`config.mk`:
```
export PLATFORM = sky130hd
export DESIGN_NAME = dkdc_front_flat
export DESIGN_NICKNAME = d
export VERILOG_FILES = /design/src/rtl/core/dkdc_pkg.sv /design/src/rtl/core/dkdc_if.sv /design/src/rtl/core/dkdc_front.sv /design/src/flat_wrapper.sv
export SDC_FILE = /design/constraint.sdc
export NUM_CORES = 1
export LEC_CHECK = 0
export BUFFER_PORTS_ARGS = -buffer_cell sky130_fd_sc_hd__buf_4
export CAP_MARGIN = 40
export CELL_PAD_IN_SITES_DETAIL_PLACEMENT = 1
export CELL_PAD_IN_SITES_GLOBAL_PLACEMENT = 2
export CORE_ASPECT_RATIO = 2
export CORE_MARGIN = 2
export CORE_UTILIZATION = 36
export CTS_BUF_LIST = sky130_fd_sc_hd__clkbuf_4 sky130_fd_sc_hd__clkbuf_8
export CTS_CLUSTER_DIAMETER = 40
export DETAILED_ROUTE_END_ITERATION = 16
export PLACE_DENSITY_LB_ADDON = 0.1
export REMOVE_ABC_BUFFERS = 1
export SYNTH_ARGS = -nofsm -noshare
export SYNTH_HDL_FRONTEND = slang
export SYNTH_SLANG_ARGS = --single-unit
```
`constraint.sdc`:
```
create_clock -name clk -period 4.4 [get_ports clk]
set_input_delay 0.22 -clock clk [delete_from_list [all_inputs] [get_ports clk]]
set_output_delay 0.22 -clock clk [all_outputs]
set_load 0.05 [all_outputs]
```
`src/rtl/core/dkdc_pkg.sv`:
```
package dkdc_pkg;

  // Field and register widths.
  localparam int SYMBOL_W   = 8;
  localparam int LEN_W      = 5;
  localparam int MOD_W      = 17;
  localparam int PACKED_W   = 62;
  localparam int COUNT_W    = 32;
  localparam int CFG_DATA_W = 17;
  localparam int CFG_IDX_W  = 1;
  localparam int STEP_W     = 6;

  // Default sizes; the first two are handed to the top level parameters.
  localparam int TABLE_SLOTS_DEF      = 65536;
  localparam int MAX_STRING_CHARS_DEF = 31;
  localparam int QUEUE_DEPTH          = 2;

  // Configuration register indexes.
  localparam logic [CFG_IDX_W-1:0] REG_STRING_LENGTH = 1'd0;
  localparam logic [CFG_IDX_W-1:0] REG_TABLE_MODULUS = 1'd1;

  // Configuration reset values.
  localparam logic [LEN_W-1:0] STRING_LENGTH_RST = 5'd15;
  localparam logic [MOD_W-1:0] TABLE_MODULUS_RST = 17'd65536;

  // Nucleotide characters; every other byte codes as A.
  localparam logic [SYMBOL_W-1:0] CHAR_C = 8'h43;
  localparam logic [SYMBOL_W-1:0] CHAR_T = 8'h54;
  localparam logic [SYMBOL_W-1:0] CHAR_G = 8'h47;

  localparam logic [1:0] CODE_A = 2'd0;
  localparam logic [1:0] CODE_C = 2'd1;
  localparam logic [1:0] CODE_T = 2'd2;
  localparam logic [1:0] CODE_G = 2'd3;

  localparam logic [COUNT_W-1:0] COUNT_MAX = '1;

  // Status of the back end seen by the front end.
  typedef struct packed {
    logic clearing;
  } back_status_t;

  function automatic logic [1:0] symbol_code(input logic [SYMBOL_W-1:0] s);
    logic [1:0] c;
    unique case (s)
      CHAR_C:  c = CODE_C;
      CHAR_T:  c = CODE_T;
      CHAR_G:  c = CODE_G;
      default: c = CODE_A;
    endcase
    return c;
  endfunction

  function automatic logic [COUNT_W-1:0] sat_inc(input logic [COUNT_W-1:0] v);
    return (v == COUNT_MAX) ? v : v + COUNT_W'(1);
  endfunction

endpackage

```
`src/rtl/core/dkdc_if.sv`:
```
// Symbol channel.
interface dkdc_in_if;
  logic                          valid;
  logic                          ready;
  logic [dkdc_pkg::SYMBOL_W-1:0] symbol;

  modport source (output valid, output symbol, input ready);
  modport sink (input valid, input symbol, output ready);
endinterface


```
`src/rtl/core/dkdc_front.sv`:
```
module dkdc_front (
  input  logic                              clk,
  input  logic                              rst,
  dkdc_in_if.sink                           symbols,
  input  logic [dkdc_pkg::LEN_W-1:0]        eff_len,
  input  dkdc_pkg::back_status_t            status,
  input  logic                              q_full,
  output logic                              push,
  output logic [dkdc_pkg::PACKED_W-1:0]     push_data
);

  logic [dkdc_pkg::LEN_W-1:0]    pos;
  logic [dkdc_pkg::PACKED_W-1:0] packed_value;
  logic [dkdc_pkg::PACKED_W-1:0] packed_next;
  logic [dkdc_pkg::PACKED_W-1:0] code_shifted;
  logic                          accept;
  logic                          last_char;

  // Hold off symbols while the table is being cleared or the queue is full.
  assign symbols.ready = !status.clearing && !q_full;
  assign accept        = symbols.valid && symbols.ready;

  // Each position owns its own two bits, so placing the code is an OR.
  assign code_shifted = dkdc_pkg::PACKED_W'(dkdc_pkg::symbol_code(symbols.symbol))
                        << {pos, 1'b0};
  assign packed_next  = packed_value | code_shifted;

  // A string ends once the symbol count reaches the current length.
  assign last_char = ({1'b0, pos} + 6'd1) >= {1'b0, eff_len};

  assign push      = accept && last_char;
  assign push_data = packed_next;

  // Position and packed value of the string in progress.
  always_ff @(posedge clk) begin
    if (rst) begin
      pos          <= '0;
      packed_value <= '0;
    end else if (accept) begin
      if (last_char) begin
        pos          <= '0;
        packed_value <= '0;
      end else begin
        pos          <= pos + dkdc_pkg::LEN_W'(1);
        packed_value <= packed_next;
      end
    end
  end

endmodule

```
`src/flat_wrapper.sv`:
```
// flat-port wrapper written by rule: the top's interface ports become plain ports
module dkdc_front_flat 
  (clk, rst, eff_len, status, q_full, push, push_data, symbols_valid, symbols_symbol, symbols_ready);
  dkdc_in_if symbols_i ();
  input  logic clk;
  input  logic rst;
  input  logic [dkdc_pkg::LEN_W-1:0] eff_len;
  input  dkdc_pkg::back_status_t status;
  input  logic q_full;
  output logic push;
  output logic [dkdc_pkg::PACKED_W-1:0] push_data;
  input wire logic [$bits(symbols_i.valid)-1:0] symbols_valid;
  input wire logic [$bits(symbols_i.symbol)-1:0] symbols_symbol;
  output wire logic [$bits(symbols_i.ready)-1:0] symbols_ready;
  assign symbols_i.valid = symbols_valid;
  assign symbols_i.symbol = symbols_symbol;
  assign symbols_ready = symbols_i.ready;
  dkdc_front u_core (.clk(clk), .rst(rst), .symbols(symbols_i), .eff_len(eff_len), .status(status), .q_full(q_full), .push(push), .push_data(push_data));
endmodule
```
# Word level (Yosys, flattened, before mapping)
# Cells that the tools add are included.
[word_totals]
ff_bits = 67
input_bits = 18
[classes]
add_sub_neg = 2
n_lt_le_gt_ge = 1
eq_ne = 3
shifts = 1
n_mux = 3
bitwise_logic = 1
reduce_logical = 5
[op_table]
columns = ["operator", "count"]
rows = [
  ["$mux W62", 1],
  ["$or A62 B62 Y62", 1],
  ["$shl A2 B6 Y62", 1],
  ["$eq A8 B7 Y1 const B", 3],
  ["$add A5 B1 Y6 const B", 1],
  ["$ge A6 B5 Y1", 1],
  ["$pmux W2 S3", 1],
  ["$add A5 B1 Y5 const B", 1],
  ["$mux W5", 1],
  ["$logic_and A1 B1 Y1", 3],
  ["$logic_not A1 Y1", 2],
]

# Depth between registers and ports, before layout
[depth]
word_depth = 5
mapped_depth = 11

# Worst setup path before layout
# OpenSTA, ideal clock, no wires.
[synth_timing]
path_kind = "register to output"
start = "register u_core.pos[1] (netlist bit)"
end = "output port push"
arrival_time_ns = 2.864
required_ns = 4.180
slack_ns = 1.316
stages_incl_launch_ff = 11
path_cell_list = "dfxtp_1 clkbuf_1 clkbuf_1 nand3_1 xnor2_1 ha_1 nand3_1 o221ai_1 clkbuf_1 buf_2 and2_1"
[synth_via]
elab_chain_len = 3
[synth_rtl]
columns = ["item", "line", "text"]
rows = [
  ["start: declaration", "dkdc_front.sv:12", "logic [dkdc_pkg::LEN_W-1:0] pos;"],
  ["start signal: assignment", "dkdc_front.sv:44", "pos <= pos + dkdc_pkg::LEN_W'(1);"],
  ["$add A5 B1 Y6", "dkdc_front.sv:29", "assign last_char = ({1'b0, pos} + 6'd1) >= {1'b0, eff_len};"],
  ["$ge A6 B5 Y1", "dkdc_front.sv:29", ""],
  ["$logic_and A1 B1 Y1", "dkdc_front.sv:31", "assign push = accept && last_char;"],
  ["end: declaration", "flat_wrapper.sv:10", "output logic push;"],
]
# No other way between the ends.

# Worst setup path after layout
[layout_timing]
start = "register u_core.pos[0] (netlist bit)"
end = "output port push"
# The elaborated chain is that of the path after synthesis.

==> metrics.txt <==
fraction of final layout cells sized beyond drive strength 1=31.18%; Num CTS Buffers=9; depth of the worst register-to-register path=9; Sink Count=67; post-synthesis cell count=381; Clk pwr share=39.8%; most repeated cell in the gate-level netlist after synthesis=sky130_fd_sc_hd__dfxtp_1; number of register bits inferred by synthesis=67; placed standard-cell area=4303 um^2; DRC violation total after the first TritonRoute iteration=152; Post-Place Setup Slack=1.066 ns; leading area contributor after synthesis=sky130_fd_sc_hd__dfxtp_1; launch point of the worst reg-to-reg path=u_core.pos[0]; cell-internal power=0.8620 mW; Placement Rows=51; remaining design rule violation count=0; clock latency at the later pin of the worst-skew pair=0.35 ns; Post-DRT Antenna Nets=0; Final Hold Viols=0; clock slew at reported path FFs=0.07 ns; Post-Route WL=10820 um; warning count from the yosys run=0; number of diodes=0; minimum period implied by the final worst setup slack=3.530 ns; post-CTS sizing=0; final design utilization=46.40%; chip width=74.13 um; placeable core area=9635 um^2; worst max-slew margin expressed relative to the limit=40.28%; Hold Path Class=in -> reg; cts hold-fix bufs=0; sum of net half-perimeters after detailed placement=7384 um; Setup Buffers After CTS=0; endpoint kind of the worst setup timing path=output pin; number of antenna violations at the first check in global routing=0; peak clock frequency supported by timing=283.3 MHz; data required time at the worst endpoint=4.18 ns; critical path type=reg -> out; prevailing post-synth register cell=sky130_fd_sc_hd__dfxtp_1; largest net degree at the start of global routing=68; maximum root-to-sink buffer count=2; slew at the pin with the worst max-slew slack=0.8957 ns; DR pass1 iterations=5; count of cells along the worst hold path=3; Global Route Usage Sum=21.27%; sequential cell area fraction in the yosys report=37.88%; layout net count=469; clock skew=0.006849 ns; CTS tree=done; fraction of registers with async set or reset after synthesis=0%; number of enable flip-flop cells after synthesis=0; RSZ-0062 raised after global routing=false; slack of the worst reg-to-reg path=1.04 ns; min setup slack post-route=0.8701 ns; worst hold slack=0.2991 ns; Post-Synthesis Mean Instance Area=9.294 um^2; Final setup viols=0; WL per Instance=18.62 um; final-report max-slew violation count=0; weighted congestion reported at the end of routability-driven placement=0.7641; level count of the clock H-tree=3; Switch Pwr=0.3016 mW; fraction of power spent switching nets=25.92%; period utilization=80.23%; area of the die=10690 um^2; critical path data arrival time=3.31 ns; leading post-synthesis cells by instance count=sky130_fd_sc_hd__dfxtp_1 (67), sky130_fd_sc_hd__a211oi_1 (54), sky130_fd_sc_hd__a21o_1 (45), sky130_fd_sc_hd__a31oi_1 (45), sky130_fd_sc_hd__clkbuf_1 (36); number of maximum-capacitance violations=0; Port Buffer Count=81; areal power density over the cells=260.3 nW/um^2; IR Drop Worst-Case VDD=0.1833 mV; leakage power summed over all cells=1.955 nW; Layout Cell Area excl Fill=4471 um^2; unique cell type count in the Yosys netlist=38; type of origin of the critical path=flop; vias after detailed routing=3320; Layout area overhead=26.25%; TNS Setup=0 ns; terminus of the critical flop-to-flop path=u_core.packed_value[0]; remaining global-route overflow=0; routed vias/inst=5.714; clock root buffer master=sky130_fd_sc_hd__clkbuf_8; Flop pwr share=52.6%; Gate power share=7.5%; vias in the first global route=3373; netlist area before placement=3541 um^2; fill cell total of the finished layout=1125; vertical die dimension=144.3 um; Initial Util=36.75%; number of top-level design ports=82; dominant cells by area after synthesis=sky130_fd_sc_hd__dfxtp_1 (38%), sky130_fd_sc_hd__a211oi_1 (11%), sky130_fd_sc_hd__a21o_1 (9.5%); critical-path maximum fanout=20; crit path to=push; area share of the leading cell type in the synthesized netlist=37.88%; first-pass GRT wire length=17550 um; result of the run=completed; worst setup path startpoint=u_core.pos[0]
[placed cells by master, fill, tap and decap left out, types with 2 or more instances in the layout]
cell type and n:
sky130_fd_sc_hd__a211oi_2 12, sky130_fd_sc_hd__nor4b_2 4, sky130_fd_sc_hd__nor3_4 2, sky130_fd_sc_hd__xnor2_1 3
sky130_fd_sc_hd__nand4b_1 4, sky130_fd_sc_hd__nor3_1 3, sky130_fd_sc_hd__buf_4 96, sky130_fd_sc_hd__dfxtp_1 67
sky130_fd_sc_hd__nand4_1 2, sky130_fd_sc_hd__xor2_1 3, sky130_fd_sc_hd__a31oi_1 45, sky130_fd_sc_hd__nand2_1 10
sky130_fd_sc_hd__clkinv_2 3, sky130_fd_sc_hd__o21bai_1 18, sky130_fd_sc_hd__nor2_1 7, sky130_fd_sc_hd__inv_1 6
sky130_fd_sc_hd__a21oi_1 20, sky130_fd_sc_hd__buf_2 3, sky130_fd_sc_hd__a21o_1 45, sky130_fd_sc_hd__nor4bb_1 4
sky130_fd_sc_hd__a211oi_1 54, sky130_fd_sc_hd__clkbuf_8 10, sky130_fd_sc_hd__clkbuf_4 2, sky130_fd_sc_hd__nand3_1 3
sky130_fd_sc_hd__a2111oi_4 2, sky130_fd_sc_hd__ha_1 6
[cell families (layout without fill, tap and decap cells)]
| kind of cell | Yosys count | in the layout | synth area share, % |
|---|---|---|---|
| fa+ha+maj | 6 | 6 | 2.120 |
| flops | 67 | 67 | 37.88 |
| xor+xnor | 6 | 6 | 1.484 |
| simple gates | 47 | 47 | 9.470 |
| compound gates | 200 | 200 | 42.33 |
| buf+inv | 55 | 123 | 6.714 |
[flip-flops by register name, summed over array words and instances, names as in the netlist]
signal	flops
u_core.packed_value	62
u_core.pos	5
[cell type report]
type,instances,area [um^2],share of cell area [%]
clock inverter,3,15.01,0.3359
sequential,67,1341,30.00
tap,132,165.2,3.694
multi-input combinational,259,1984,44.39
inverter,6,22.52,0.5038
timing repair buffer,102,789.5,17.66
clock buffer,12,152.6,3.414
[per-layer routing]
metal	global-route usage, %	vias up	part of all wire (%)
met5	0	-	0
met4	8.708	0	2.1
met3	2.857	16	2.9
met2	36.18	66	51
met1	26.39	1634	44
li1	-	1604	-
[stage by stage]
step           total power, mW  instances
2_1_floorplan           0.6645        332
3_3_place_gp            0.7070        560
3_5_place_dp            0.7143        566
4_1_cts                  1.180        581
5_1_grt                  1.212        581
6_report                 1.164        581
[worst max-delay path, stage by stage, from the launching register on]
cell                       delay, ns
sky130_fd_sc_hd__dfxtp_1        0.79
sky130_fd_sc_hd__nand3_1        0.29
sky130_fd_sc_hd__xnor2_1        0.21
sky130_fd_sc_hd__ha_1           0.32
sky130_fd_sc_hd__a21o_1         0.17
sky130_fd_sc_hd__a21oi_1        0.34
sky130_fd_sc_hd__o221ai_4       0.37
sky130_fd_sc_hd__and2_1         0.29
sky130_fd_sc_hd__buf_4          0.19
[power groups by stage]
stage                     logic [mW]  registers [mW]  clock network, mW
after floorplan               0.0395           0.625                  0
after global placement        0.0812           0.626                  0
after detailed placement      0.0879           0.626                  0
after CTS                     0.0882           0.612              0.479
after global routing          0.0951           0.613              0.504
final                         0.0875           0.613              0.464
[worst min-delay path by stage]
stage / startpoint / to / slack (ns)
6_report: status / u_core.pos[4] / 0.30
5_1_grt: status / u_core.pos[4] / 0.35
4_1_cts: status / u_core.pos[4] / 0.28
3_5_place_dp: u_core.packed_value[55] / u_core.packed_value[55] / 0.51
3_3_place_gp: u_core.packed_value[54] / u_core.packed_value[54] / 0.51
2_1_floorplan: rst / u_core.packed_value[11] / 0.28
Power figures use the tool's default switching activity.
