--- src/rtl/core/dkdc_pkg.sv ---
package dkdc_pkg;

  // Field and register widths.
  localparam int SYMBOL_W   = 8;
  localparam int LEN_W      = 5;
  localparam int MOD_W      = 17;
  localparam int PACKED_W   = 62;
  localparam int COUNT_W    = 32;
  localparam int CFG_DATA_W = 17;
  localparam int CFG_IDX_W  = 1;
  localparam int STEP_W     = 6;

  // Default sizes; the first two are handed to the top level parameters.
  localparam int TABLE_SLOTS_DEF      = 65536;
  localparam int MAX_STRING_CHARS_DEF = 31;
  localparam int QUEUE_DEPTH          = 2;

  // Configuration register indexes.
  localparam logic [CFG_IDX_W-1:0] REG_STRING_LENGTH = 1'd0;
  localparam logic [CFG_IDX_W-1:0] REG_TABLE_MODULUS = 1'd1;

  // Configuration reset values.
  localparam logic [LEN_W-1:0] STRING_LENGTH_RST = 5'd15;
  localparam logic [MOD_W-1:0] TABLE_MODULUS_RST = 17'd65536;

  // Nucleotide characters; every other byte codes as A.
  localparam logic [SYMBOL_W-1:0] CHAR_C = 8'h43;
  localparam logic [SYMBOL_W-1:0] CHAR_T = 8'h54;
  localparam logic [SYMBOL_W-1:0] CHAR_G = 8'h47;

  localparam logic [1:0] CODE_A = 2'd0;
  localparam logic [1:0] CODE_C = 2'd1;
  localparam logic [1:0] CODE_T = 2'd2;
  localparam logic [1:0] CODE_G = 2'd3;

  localparam logic [COUNT_W-1:0] COUNT_MAX = '1;

  // Status of the back end seen by the front end.
  typedef struct packed {
    logic clearing;
  } back_status_t;

  function automatic logic [1:0] symbol_code(input logic [SYMBOL_W-1:0] s);
    logic [1:0] c;
    unique case (s)
      CHAR_C:  c = CODE_C;
      CHAR_T:  c = CODE_T;
      CHAR_G:  c = CODE_G;
      default: c = CODE_A;
    endcase
    return c;
  endfunction

  function automatic logic [COUNT_W-1:0] sat_inc(input logic [COUNT_W-1:0] v);
    return (v == COUNT_MAX) ? v : v + COUNT_W'(1);
  endfunction

endpackage

--- src/rtl/core/dkdc_fifo.sv ---
module dkdc_fifo #(
  parameter int WIDTH = dkdc_pkg::PACKED_W,
  parameter int DEPTH = dkdc_pkg::QUEUE_DEPTH
) (
  input  logic             clk,
  input  logic             rst,
  input  logic             push,
  input  logic [WIDTH-1:0] push_data,
  output logic             full,
  input  logic             pop,
  output logic [WIDTH-1:0] pop_data,
  output logic             empty
);

  localparam int PTR_W = (DEPTH > 1) ? $clog2(DEPTH) : 1;
  localparam int CNT_W = $clog2(DEPTH + 1);

  logic [WIDTH-1:0] entries [DEPTH];
  logic [PTR_W-1:0] wr_ptr;
  logic [PTR_W-1:0] rd_ptr;
  logic [CNT_W-1:0] count;
  logic             do_push;
  logic             do_pop;

  assign full     = (count == CNT_W'(DEPTH));
  assign empty    = (count == '0);
  assign do_push  = push && !full;
  assign do_pop   = pop && !empty;
  assign pop_data = entries[rd_ptr];

  // Entry storage.
  always_ff @(posedge clk) begin
    if (do_push) begin
      entries[wr_ptr] <= push_data;
    end
  end

  // Pointers and fill count.
  always_ff @(posedge clk) begin
    if (rst) begin
      wr_ptr <= '0;
      rd_ptr <= '0;
      count  <= '0;
    end else begin
      if (do_push) begin
        wr_ptr <= (wr_ptr == PTR_W'(DEPTH - 1)) ? '0 : wr_ptr + PTR_W'(1);
      end
      if (do_pop) begin
        rd_ptr <= (rd_ptr == PTR_W'(DEPTH - 1)) ? '0 : rd_ptr + PTR_W'(1);
      end
      unique case ({do_push, do_pop})
        2'b10:   count <= count + CNT_W'(1);
        2'b01:   count <= count - CNT_W'(1);
        default: count <= count;
      endcase
    end
  end

endmodule

--- config.mk ---
export PLATFORM = sky130hd
export DESIGN_NAME = dkdc_fifo
export DESIGN_NICKNAME = d
export VERILOG_FILES = /design/src/rtl/core/dkdc_pkg.sv /design/src/rtl/core/dkdc_fifo.sv
export SDC_FILE = /design/constraint.sdc
export NUM_CORES = 1
export LEC_CHECK = 0
export BUFFER_PORTS_ARGS = -buffer_cell sky130_fd_sc_hd__buf_4
export CAP_MARGIN = 15
export CORE_MARGIN = 2
export CORE_UTILIZATION = 30
export CTS_CLUSTER_DIAMETER = 200
export CTS_CLUSTER_SIZE = 16
export DETAILED_ROUTE_END_ITERATION = 8
export GPL_TIMING_DRIVEN = 0
export PLACE_DENSITY = 0.55
export SLEW_MARGIN = 20
export SYNTH_ARGS = -nofsm -noshare
export SYNTH_HDL_FRONTEND = slang
export SYNTH_SLANG_ARGS = --single-unit
--- constraint.sdc ---
create_clock -name clk -period 3.55 [get_ports clk]
set_clock_uncertainty 0.2 [all_clocks]
set_input_delay 0.355 -clock clk [delete_from_list [all_inputs] [get_ports clk]]
set_output_delay 0.355 -clock clk [all_outputs]
set_load 0.005 [all_outputs]
After elaboration in Yosys (flattened, before gate mapping). Memories as Yosys holds them, arrays and structs flattened. A register that Yosys moved wholly into a read port is not among the register bits. Index checks and enable logic that the tools add are counted.

Register bits after elaboration: 4. Latch bits: 0. Bits in writable memories: 124. Bits in read-only memories: 0. Input bits: 66. Output and inout port bits: 64. Memories: 1.

Memory list: entries (words 2, width 62, read ports 1, clocked after memory_dff 1, wr ports 1, RTL line dkdc_fifo.sv:18) `logic [WIDTH-1:0] entries [DEPTH];`.

$add $sub $neg: 4. Multiply operators: 0. Divide/modulo/power cells: 0. Magnitude comparators: 0. Equality and inequality tests: 3. Shift operators: 0. Multiplexer cells: 7. Bitwise gates (word level): 0. Reduce and logical (&&, ||, !) cells: 6.

Operators by type and width (count): $mux 1 (6); $eq 2x2->1 const B (2); $pmux 2 s2 (1); $add 1x1->1 const B (2); $add 2x1->2 const B (1); $eq 2x1->1 const B (1); $logic_and 1x1->1 (2); $logic_not 1->1 (2); $logic_not 2->1 (1); $reduce_bool 2->1 (1); $sub 2x1->2 const B (1).

Longest topological paths before layout. Gate-level depths: netlist of the first run.

Depth in word-level cells: 5. Mapped depth: 6. Depth with buffers taken out: 6.

Worst setup path before layout of the first run. OpenSTA, ideal clock, no wires.

Path kind: register to register. From: register count[0]. To: memory entries[0][0] (netlist name) (enable). Setup time: 416 ps. Data arrival time: 2124 ps. Setup slack: 810 ps. Cell stages (with the launch flop): 5. Path buffers: 0. Clock period less this slack: 2740 ps. Cells stage by stage: dfxtp_1 nand2b_2 inv_2 or3_1 inv_1.

Word-level cells in the longest chain between the ends: 5.

Ends and longest elaborated chain: start: declaration (RTL line dkdc_fifo.sv:21) `logic [CNT_W-1:0] count;`; start signal: assignment (RTL line dkdc_fifo.sv:52) `2'b10: count <= count + CNT_W'(1);`; start signal: assignment (RTL line dkdc_fifo.sv:53) `2'b01: count <= count - CNT_W'(1);`; start signal: assignment (RTL line dkdc_fifo.sv:54) `default: count <= count;`; $eq 2x2->1 (RTL line dkdc_fifo.sv:25) `assign full = (count == CNT_W'(DEPTH));`; via full (RTL line dkdc_fifo.sv:9) `output logic full,`; $logic_not 1->1 (RTL line dkdc_fifo.sv:27) `assign do_push = push && !full;`; $logic_and 1x1->1 (RTL line dkdc_fifo.sv:27); $mux 1 (RTL line dkdc_fifo.sv:33) `if (do_push) begin`; $mux 1 (not written as such) (RTL line dkdc_fifo.sv:34) `entries[wr_ptr] <= push_data;`; end: declaration (RTL line dkdc_fifo.sv:18).

The timed path passes the listed nets, and every way through them passes these cells.

==> impl_metrics.json, run 1 <==
{
  "status": "finished, final reports clean",
  "coreArea_um2": 15200,
  "cp_top_family": "buffers and inverters",
  "track_usage": 0.113,
  "htree_num_levels": 4,
  "cts_resized": 0,
  "clock-root-buffer": "clkbuf_16",
  "clockBufferDepth": 2,
  "vias_per_cell": 4.30,
  "fin_nets": 499,
  "crit_required_ns": 2.99,
  "clock_latency_ns": 0.40,
  "vias": 2717,
  "fillers": 1349,
  "clk_pin_slew_ns": 0.05,
  "crit_arrival_ns": 1.74,
  "grt_pass1_vias": 2864,
  "yosys_warnings": 0,
  "maxSlewHeadroom": 0.718,
  "hold_path.class": "input port to register",
  "synth_nets": 286,
  "io_buffer_count": 129,
  "grt_pass1_wl_um": 14000,
  "startpoint_type": "register",
  "synth_edf_count": 124,
  "dp.final_hpwl_um": 5830,
  "drt-pass1-iter-count": 4,
  "fin_setup_tns_ns": 0,
  "ys_types": 17,
  "final-seq-area_um2": 3820,
  "ios": 130,
  "worstMarginPinSlew_ns": 0.423,
  "multiInputGateArea_um2": 816,
  "pre_cts_ws_ns": 1.36,
  "r2r_cells": 5,
  "final_core_util": 0.465,
  "ant_nets": 0,
  "routed_wl_um": 9200,
  "finalCriticalPeriod_ns": 2.30,
  "drcViolationCount": 0,
  "async_flop_share": 0,
  "synth_commonest_cells": "edfxtp_1, mux2_2, buf_2",
  "cts_tree": "yes",
  "hold_viol": 0,
  "cp-end-kind": "output pin",
  "critPathBufInv": 3,
  "avgSynthCellArea_um2": 21.4,
  "cts_made_buffers": 17,
  "crit_chain": "buf_2, buf_2, mux2_2, buf_4",
  "yosysSeqAreaShare": 0.817,
  "die_x_um": 129,
  "post_cts_buffers": 0,
  "cpMostUsedCell": "buf_2",
  "layout-drive-gt1-share": 0.511,
  "die_h_um": 129,
  "rsz0062_at_grt": "no",
  "initial_core_util": 0.308,
  "criticalPathCategory": "register to output pin",
  "regToRegEndpoint": "entries[0][52]",
  "first_iter_violations": 140,
  "endpoint": "pop_data[9]",
  "slowest_delay_ns": 0.38,
  "layout_setup_ws_ns": 1.25,
  "drv_slew": 0,
  "area_growth_pct": 51.2,
  "syn_inst": 219,
  "clock_sinks": 129,
  "ir_drop_uv": 499,
  "clock.fmax_ghz": 0.435,
  "grt_max_degree": 39,
  "drt-wirelength-per-cell_um": 14.6,
  "p_leak_nw": 2.67,
  "syn_area_um2": 4680,
  "synth_top_cell_by_area": "edfxtp_1",
  "worst-path-stages": 4,
  "final-setup-viol-count": 0,
  "cp_max_fo": 10,
  "dieArea_um2": 16600,
  "rrSetupSlack_ns": 1.36,
  "yosys_register_bits": 129,
  "synth_area_leaders": "edfxtp_1, mux2_2, dfxtp_1, buf_2, xnor2_1",
  "yosysMostFrequentCell": "edfxtp_1",
  "row_count": 45,
  "timing.final.crit_share": 0.647,
  "antenna_cells": 0,
  "yosys.area.top_type_share": 0.796,
  "synth-main-ff-cell": "edfxtp_1",
  "grt-ovfl-total": 0,
  "slowest_stage": "mux2_2",
  "gp_congestion": 0.666,
  "r2r-start": "count[0]",
  "antenna_found_initial": 0,
  "cap_violations": 0,
  "powerDensity_nw_per_um2": 668
}
## cell usage in the layout, fill, tap and decap left out, drive strengths merged, types with 2 or more instances in the layout
cell         instances
buf                138
edfxtp             124
dlygate4sd3         63
mux2                62
clkbuf              23
clkinv               6
dfxtp                5
nor2                 4
inv                  3
or3                  2
xnor2                2
o21ai                2
a21oi                2
## report_power, final
part	switching, mW	internal [mW]	leakage (nW)
Sequential	0.0545	1.92	1.20
Combinational	0.519	0.716	1.22
Clock	0.565	0.947	0.250
## metrics by stage
step	instance area, um2	total power [mW]	cells	hold WS, ns
final	7080	4.73	632	0.145
after global routing	7080	4.97	632	0.157
after CTS	7080	4.82	632	0.119
after detailed placement	5930	3.23	538	0.300
after global placement	5880	3.20	536	0.280
after floorplan	4680	2.60	219	0.224
## timing repair
action	CTS	global route
setup endpoints to repair	0	0
hold endpoints to repair	129	0
hold buffers	63	0
## tightest hold or removal path, delay by kind of cell
kind,cells,cell delay (ns)
AO/OA/AOI/OAI,2,0.21
buffers and inverters,2,0.13
## area by class of cell
type                       instances  area share
sequential                       129       0.540
timing repair buffer             194       0.232
multi-input combinational         80       0.115
clock buffer                      23      0.0633
tap                              188      0.0332
clock inverter                     8     0.00920
buffer                             7     0.00495
inverter                           3     0.00195
## how the worst min path moves through the flow
stage                       from        to  slack, ns  cells after the start
after detailed placement  wr_ptr    wr_ptr       0.30                      2
after global placement    wr_ptr    wr_ptr       0.28                      2
after global routing        push    wr_ptr       0.16                      4
after floorplan              rst  count[1]       0.22                      1
final                       push    wr_ptr       0.15                      4
after CTS                   push    wr_ptr       0.12                      4
## cells by family after synthesis
| family | Yosys count | share of synthesized area |
|---|---|---|
| AO/OA/AOI/OAI | 5 | 0.00588 |
| XOR/XNOR | 3 | 0.00561 |
| adder cells (fa/ha/maj) | 1 | 0.00267 |
| buffers and inverters | 10 | 0.00989 |
| flip-flops | 129 | 0.817 |
| multiplexers | 62 | 0.149 |
| AND/OR/NAND/NOR | 9 | 0.00989 |
## per-layer routing
metal | vias to the layer above | track usage | share of wire
met4 | 0 | 0.0409 | 0.0077
met2 | 81 | 0.191 | 0.51
met1 | 1347 | 0.129 | 0.43
met3 | 5 | 0.0470 | 0.054
li1 | 1284 | - | -
met5 | - | 0 | 0
## flip-flops by register name, indices dropped and copies added, names as in the netlist, named ones only
name	count
entries	124
count	2
rd_ptr	1
wr_ptr	1
No activity file was read; power rests on OpenSTA's default activity.
==> run 2, diff against run 1 <==
- PLACE_DENSITY: 0.55 -> 0.57
- clock period: 3.55 -> 2.1 ns (I/O delays scaled with it)
==> run 2 against run 1 <==
- total power rose by 89%
- wire length is 3.2% higher
- register-to-register slack worse by 1.1 ns
- die area stayed put
- critical path depth is the same
- via count rose by 1.3%
- sequential power increased by 69%
- worst hold slack worse by 0.11 ns
- first-iteration DRC count down 29%
- critical path type unchanged
- core utilization increased by 1.6 points
- sequential share of layout area decreased by 1.8 points
==> impl_metrics.json, run 2 (same netlist as run 1, synthesis figures left out) <==
{
  "status": "finished, final reports clean",
  "slowest_stage": "mux2_2",
  "clk_pin_slew_ns": 0.05,
  "row_count": 45,
  "grt_max_degree": 36,
  "ant_nets": 0,
  "criticalPathCategory": "register to output pin",
  "antenna_cells": 0,
  "cts_made_buffers": 17,
  "biggestRegsByFlops": "entries: 124 flops, count: 2 flops",
  "crit_arrival_ns": 1.59,
  "rrSetupSlack_ns": 0.22,
  "dieArea_um2": 16600,
  "regToRegEndpoint": "entries[0][42]",
  "first_iter_violations": 99,
  "clockBufferDepth": 2,
  "fillers": 1328,
  "wl_met2_um": 4910,
  "cp_max_fo": 10,
  "routed-wl-met3_um": 553,
  "slowest_delay_ns": 0.36,
  "layout_common_cells": "buf_4, edfxtp_1, dlygate4sd3_1",
  "final-setup-viol-count": 0,
  "largest_reg_flops": 124,
  "crit_required_ns": 1.69,
  "clock-root-buffer": "clkbuf_16",
  "clock_sinks": 129,
  "fin_nets": 501,
  "vias_per_cell": 4.33,
  "cpMostUsedCell": "buf_4",
  "placed_cells": 539,
  "ios": 130,
  "timing.final.crit_share": 0.954,
  "layoutNonFillerInstCount": 635,
  "worstMarginPinSlew_ns": 0.452,
  "area_growth_pct": 56.3,
  "r2r-start": "count[0]",
  "initial_core_util": 0.308,
  "die_h_um": 129,
  "rsz0062_at_grt": "yes",
  "dp.final_hpwl_um": 5890,
  "io_buffer_count": 129,
  "grt_pass1_vias": 2914,
  "cp-end-kind": "output pin",
  "powerDensity_nw_per_um2": 1220,
  "layout_setup_ws_ns": 0.0971,
  "pre_cts_ws_ns": 0.215,
  "vias": 2752,
  "final_common_cell": "buf_4",
  "hold_viol": 0,
  "drcViolationCount": 0,
  "clock_latency_ns": 0.41,
  "startpoint_type": "register",
  "grt-ovfl-total": 0,
  "maxSlewHeadroom": 0.699,
  "die_x_um": 129,
  "hold_path.class": "input port to register",
  "track_usage": 0.120,
  "clock.fmax_ghz": 0.499,
  "htree_num_levels": 4,
  "fin_setup_tns_ns": 0,
  "p_leak_nw": 2.77,
  "grt_pass1_wl_um": 14700,
  "cap_violations": 0,
  "layout-drive-gt1-share": 0.530,
  "wl_met1_um": 3860,
  "finalCriticalPeriod_ns": 2.00,
  "antenna_found_initial": 0,
  "r2r_cells": 5,
  "drv_slew": 0,
  "hold_path_startpoint": "pop",
  "coreArea_um2": 15200,
  "drt-pass1-iter-count": 4,
  "crit_chain": "buf_4, buf_4, mux2_2, buf_4",
  "cts_tree": "yes",
  "drt-wirelength-per-cell_um": 15.0,
  "gp_congestion": 0.670,
  "top_layer": "met4",
  "top_register": "entries",
  "hold_depth": 4,
  "routed_wl_um": 9490,
  "ir_drop_uv": 511
}
==> run 2: cell types whose count changed in the layout (fill, tap and decap cells not counted), moves of 2 or more <==
cell	delta
inv_6	+2
bufinv_16	+6
clkbuf_1	-6
buf_2	-7
clkinv_2	-2
buf_4	+5
buf_6	+2
==> run 2: how the worst max path moves through the flow <==
stage | end | cells after the start
final | pop_data[18] | 4
after global routing | pop_data[18] | 4
after CTS | pop_data[31] | 4
after detailed placement | entries[0][7] | 5
after global placement | entries[0][6] | 4
after floorplan | entries[0][0] | 4
==> run 2: power breakdown <==
part	switching [mW]	leakage, nW	internal (mW)
Sequential	0.0949	1.20	3.25
Combinational	0.900	1.24	1.28
Clock	1.06	0.333	2.34
==> run 2: area by class of cell <==
cell class | count | area, um2 | share of cell area
plain buffers | 7 | 60.1 | 0.00821
multi-input cells | 80 | 826 | 0.113
repair buffers | 196 | 1670 | 0.228
clock inverters | 15 | 262 | 0.0357
well taps | 188 | 235 | 0.0321
clock buffers | 17 | 425 | 0.0581
inverters | 3 | 15.0 | 0.00205
flip-flops and latches | 129 | 3820 | 0.523
==> run 2: metal layers <==
metal  GRT usage  vias up
met2       0.203       79
met5           0        -
met1       0.132     1363
met4      0.0595        0
met3      0.0486       14
li1            -     1296
==> run 2: stage by stage <==
stage               power (mW)  area [um2]  hold slack (ns)  utilization
detailed placement        5.49        5960            0.198        0.392
global route              9.36        7320           0.0566        0.481
CTS                       9.07        7310          0.00821        0.481
floorplan                 4.40        4700           0.0750            -
finish                    8.93        7320           0.0318        0.481
global placement          5.41        5900            0.195        0.388
==> run 2: worst max-delay path: cells and delay by family (launching register included) <==
kind,cells,cell delay (ns)
buf+inv,3,0.53
mux,1,0.36
flops,1,0.30
==> run 2: what timing repair did <==
action | CTS | global route
setup endpoints to repair | 60 | 2
endpoints found under the hold margin | 129 | 0
setup buffers | 0 | 0
hold buffers | 64 | 0
gates resized for setup | 7 | 2
==> run 3, diff against run 2 <==
==> constraint.sdc (replaced) <==
create_clock -name clk -period 2.1 [get_ports clk]
set_clock_uncertainty 0.2 [all_clocks]
set_input_delay 0.21 -clock clk [delete_from_list [all_inputs] [get_ports clk]]
set_output_delay 0.21 -clock clk [all_outputs]
set_load 0.02 [all_outputs]
==> run 3 against run 2 <==
- flip-flop and latch count did not move
- largest cell class unchanged
- combinational power up 24%
- cell area down 1.5%
==> impl_metrics.json, run 3 (same netlist as run 1, synthesis figures left out) <==
{
  "finalCriticalPeriod_ns": 2.03,
  "drcViolationCount": 0,
  "track_usage": 0.116,
  "die_h_um": 129,
  "largest_reg_flops": 124,
  "antenna_cells": 0,
  "clock_latency_ns": 0.40,
  "timing.final.crit_share": 0.965,
  "die_x_um": 129,
  "hold_slack_ns": 0.0372,
  "cp-end-kind": "output pin",
  "rrSetupSlack_ns": 0.22,
  "regToRegEndpoint": "entries[1][13]",
  "cts_made_buffers": 17,
  "fin_nets": 501,
  "r2r-start": "count[0]",
  "row_count": 45,
  "final-setup-viol-count": 0,
  "drv_slew": 0,
  "hold_path_startpoint": "pop",
  "p_clk_frac": 0.320,
  "status": "finished, final reports clean",
  "hold_depth": 4,
  "grt-ovfl-total": 0,
  "startpoint_type": "register",
  "first_iter_violations": 130,
  "r2r_cells": 3,
  "fillers": 1308,
  "fin_setup_tns_ns": 0,
  "p_int_mw": 6.40,
  "clk_pin_slew_ns": 0.05,
  "comb_power_share": 0.303,
  "worstMarginPinSlew_ns": 0.502,
  "drt-pass1-iter-count": 4,
  "post_cts_buffers": 0,
  "maxSlewHeadroom": 0.665,
  "clockBufferDepth": 2,
  "gp_congestion": 0.672,
  "initial_core_util": 0.308,
  "clock.fmax_ghz": 0.494,
  "p_leak_nw": 2.72,
  "grt_use_met3": 0.0499,
  "grt_max_degree": 33,
  "rsz0062_at_grt": "yes",
  "ir_drop_uv": 596,
  "grt_util_met1": 0.128,
  "layout_setup_ws_ns": 0.0738,
  "clock_sinks": 129,
  "gr-usage-met2": 0.197,
  "final_common_cell": "buf_4",
  "crit_required_ns": 1.69,
  "hold_path.class": "input port to register",
  "drt-wirelength-per-cell_um": 14.5,
  "area_growth_pct": 53.9,
  "dp.final_hpwl_um": 5770,
  "layout_common_cells": "buf_4, edfxtp_1, dlygate4sd3_1",
  "io_buffer_count": 129,
  "top_usage_layer": "met2",
  "grt_pass1_vias": 2922,
  "p_seq_frac": 0.377,
  "grt_pass1_wl_um": 14200,
  "ios": 130,
  "criticalPathCategory": "register to output pin",
  "biggestRegsByFlops": "entries: 124 flops, count: 2 flops",
  "total_power_mw": 8.89,
  "ant_nets": 0,
  "powerDensity_nw_per_um2": 1230,
  "switchingPower_mw": 2.48,
  "final_core_util": 0.474,
  "htree_num_levels": 4,
  "clock-root-buffer": "clkbuf_16",
  "vias": 2700,
  "vias_per_cell": 4.25,
  "routed_wl_um": 9220,
  "dieArea_um2": 16600,
  "crit_arrival_ns": 1.62,
  "antenna_found_initial": 0,
  "coreArea_um2": 15200,
  "hold_viol": 0,
  "layout-drive-gt1-share": 0.523,
  "swShare": 0.279,
  "cap_violations": 0,
  "top_register": "entries",
  "cts_tree": "yes",
  "pre_cts_ws_ns": 0.197,
  "cp_max_fo": 10
}
[run 3: cell type report]
type,count,area [um2],share of cell area
buffer,7,56.3,0.00781
clock buffer,19,433,0.0601
clock inverter,13,144,0.0200
inverter,3,17.5,0.00243
multi-input combinational,80,826,0.115
sequential,129,3820,0.531
tap,188,235,0.0326
timing repair buffer,196,1670,0.232
[run 3: routing by layer]
metal,vias up,part of all wire
li1,1289,-
met1,1322,0.43
met2,77,0.51
met3,12,0.051
met4,0,0.016
met5,-,0
[run 3: worst max-delay path by stage]
| stage | from | to | cells after the start |
|---|---|---|---|
| 6_report | register | pop_data[52] | 4 |
| 5_1_grt | register | pop_data[33] | 4 |
| 4_1_cts | register | pop_data[45] | 4 |
| 3_5_place_dp | count[0] | entries[1][3] | 3 |
| 3_3_place_gp | count[1] | entries[0][6] | 4 |
| 2_1_floorplan | count[0] | entries[0][0] | 4 |
[run 3: critical path, stage by stage (launching register included)]
cell     delay, ns
dfxtp_1       0.30
buf_4         0.17
buf_4         0.21
mux2_2        0.36
buf_4         0.16
[run 3: repair_timing]
action                                  in CTS  in global routing
endpoints found under the setup margin      60                 50
hold buffers                                64                  0
endpoints found under the hold margin      129                  0
gates resized for setup                      8                  0
[run 3: stage by stage]
step	instances	area (um2)
after floorplan	219	4700
after global placement	536	5900
after detailed placement	539	5970
after CTS	635	7210
after global routing	635	7210
final	635	7210
[run 3: power groups by stage]
stage / Clock (mW) / Combinational [mW] / Sequential [mW]
finish: 2.84 / 2.70 / 3.35
CTS: 2.94 / 2.76 / 3.35
detailed placement: 0 / 2.61 / 3.40
floorplan: 0 / 1.55 / 3.38
global placement: 0 / 2.53 / 3.41
global route: 3.06 / 2.89 / 3.38
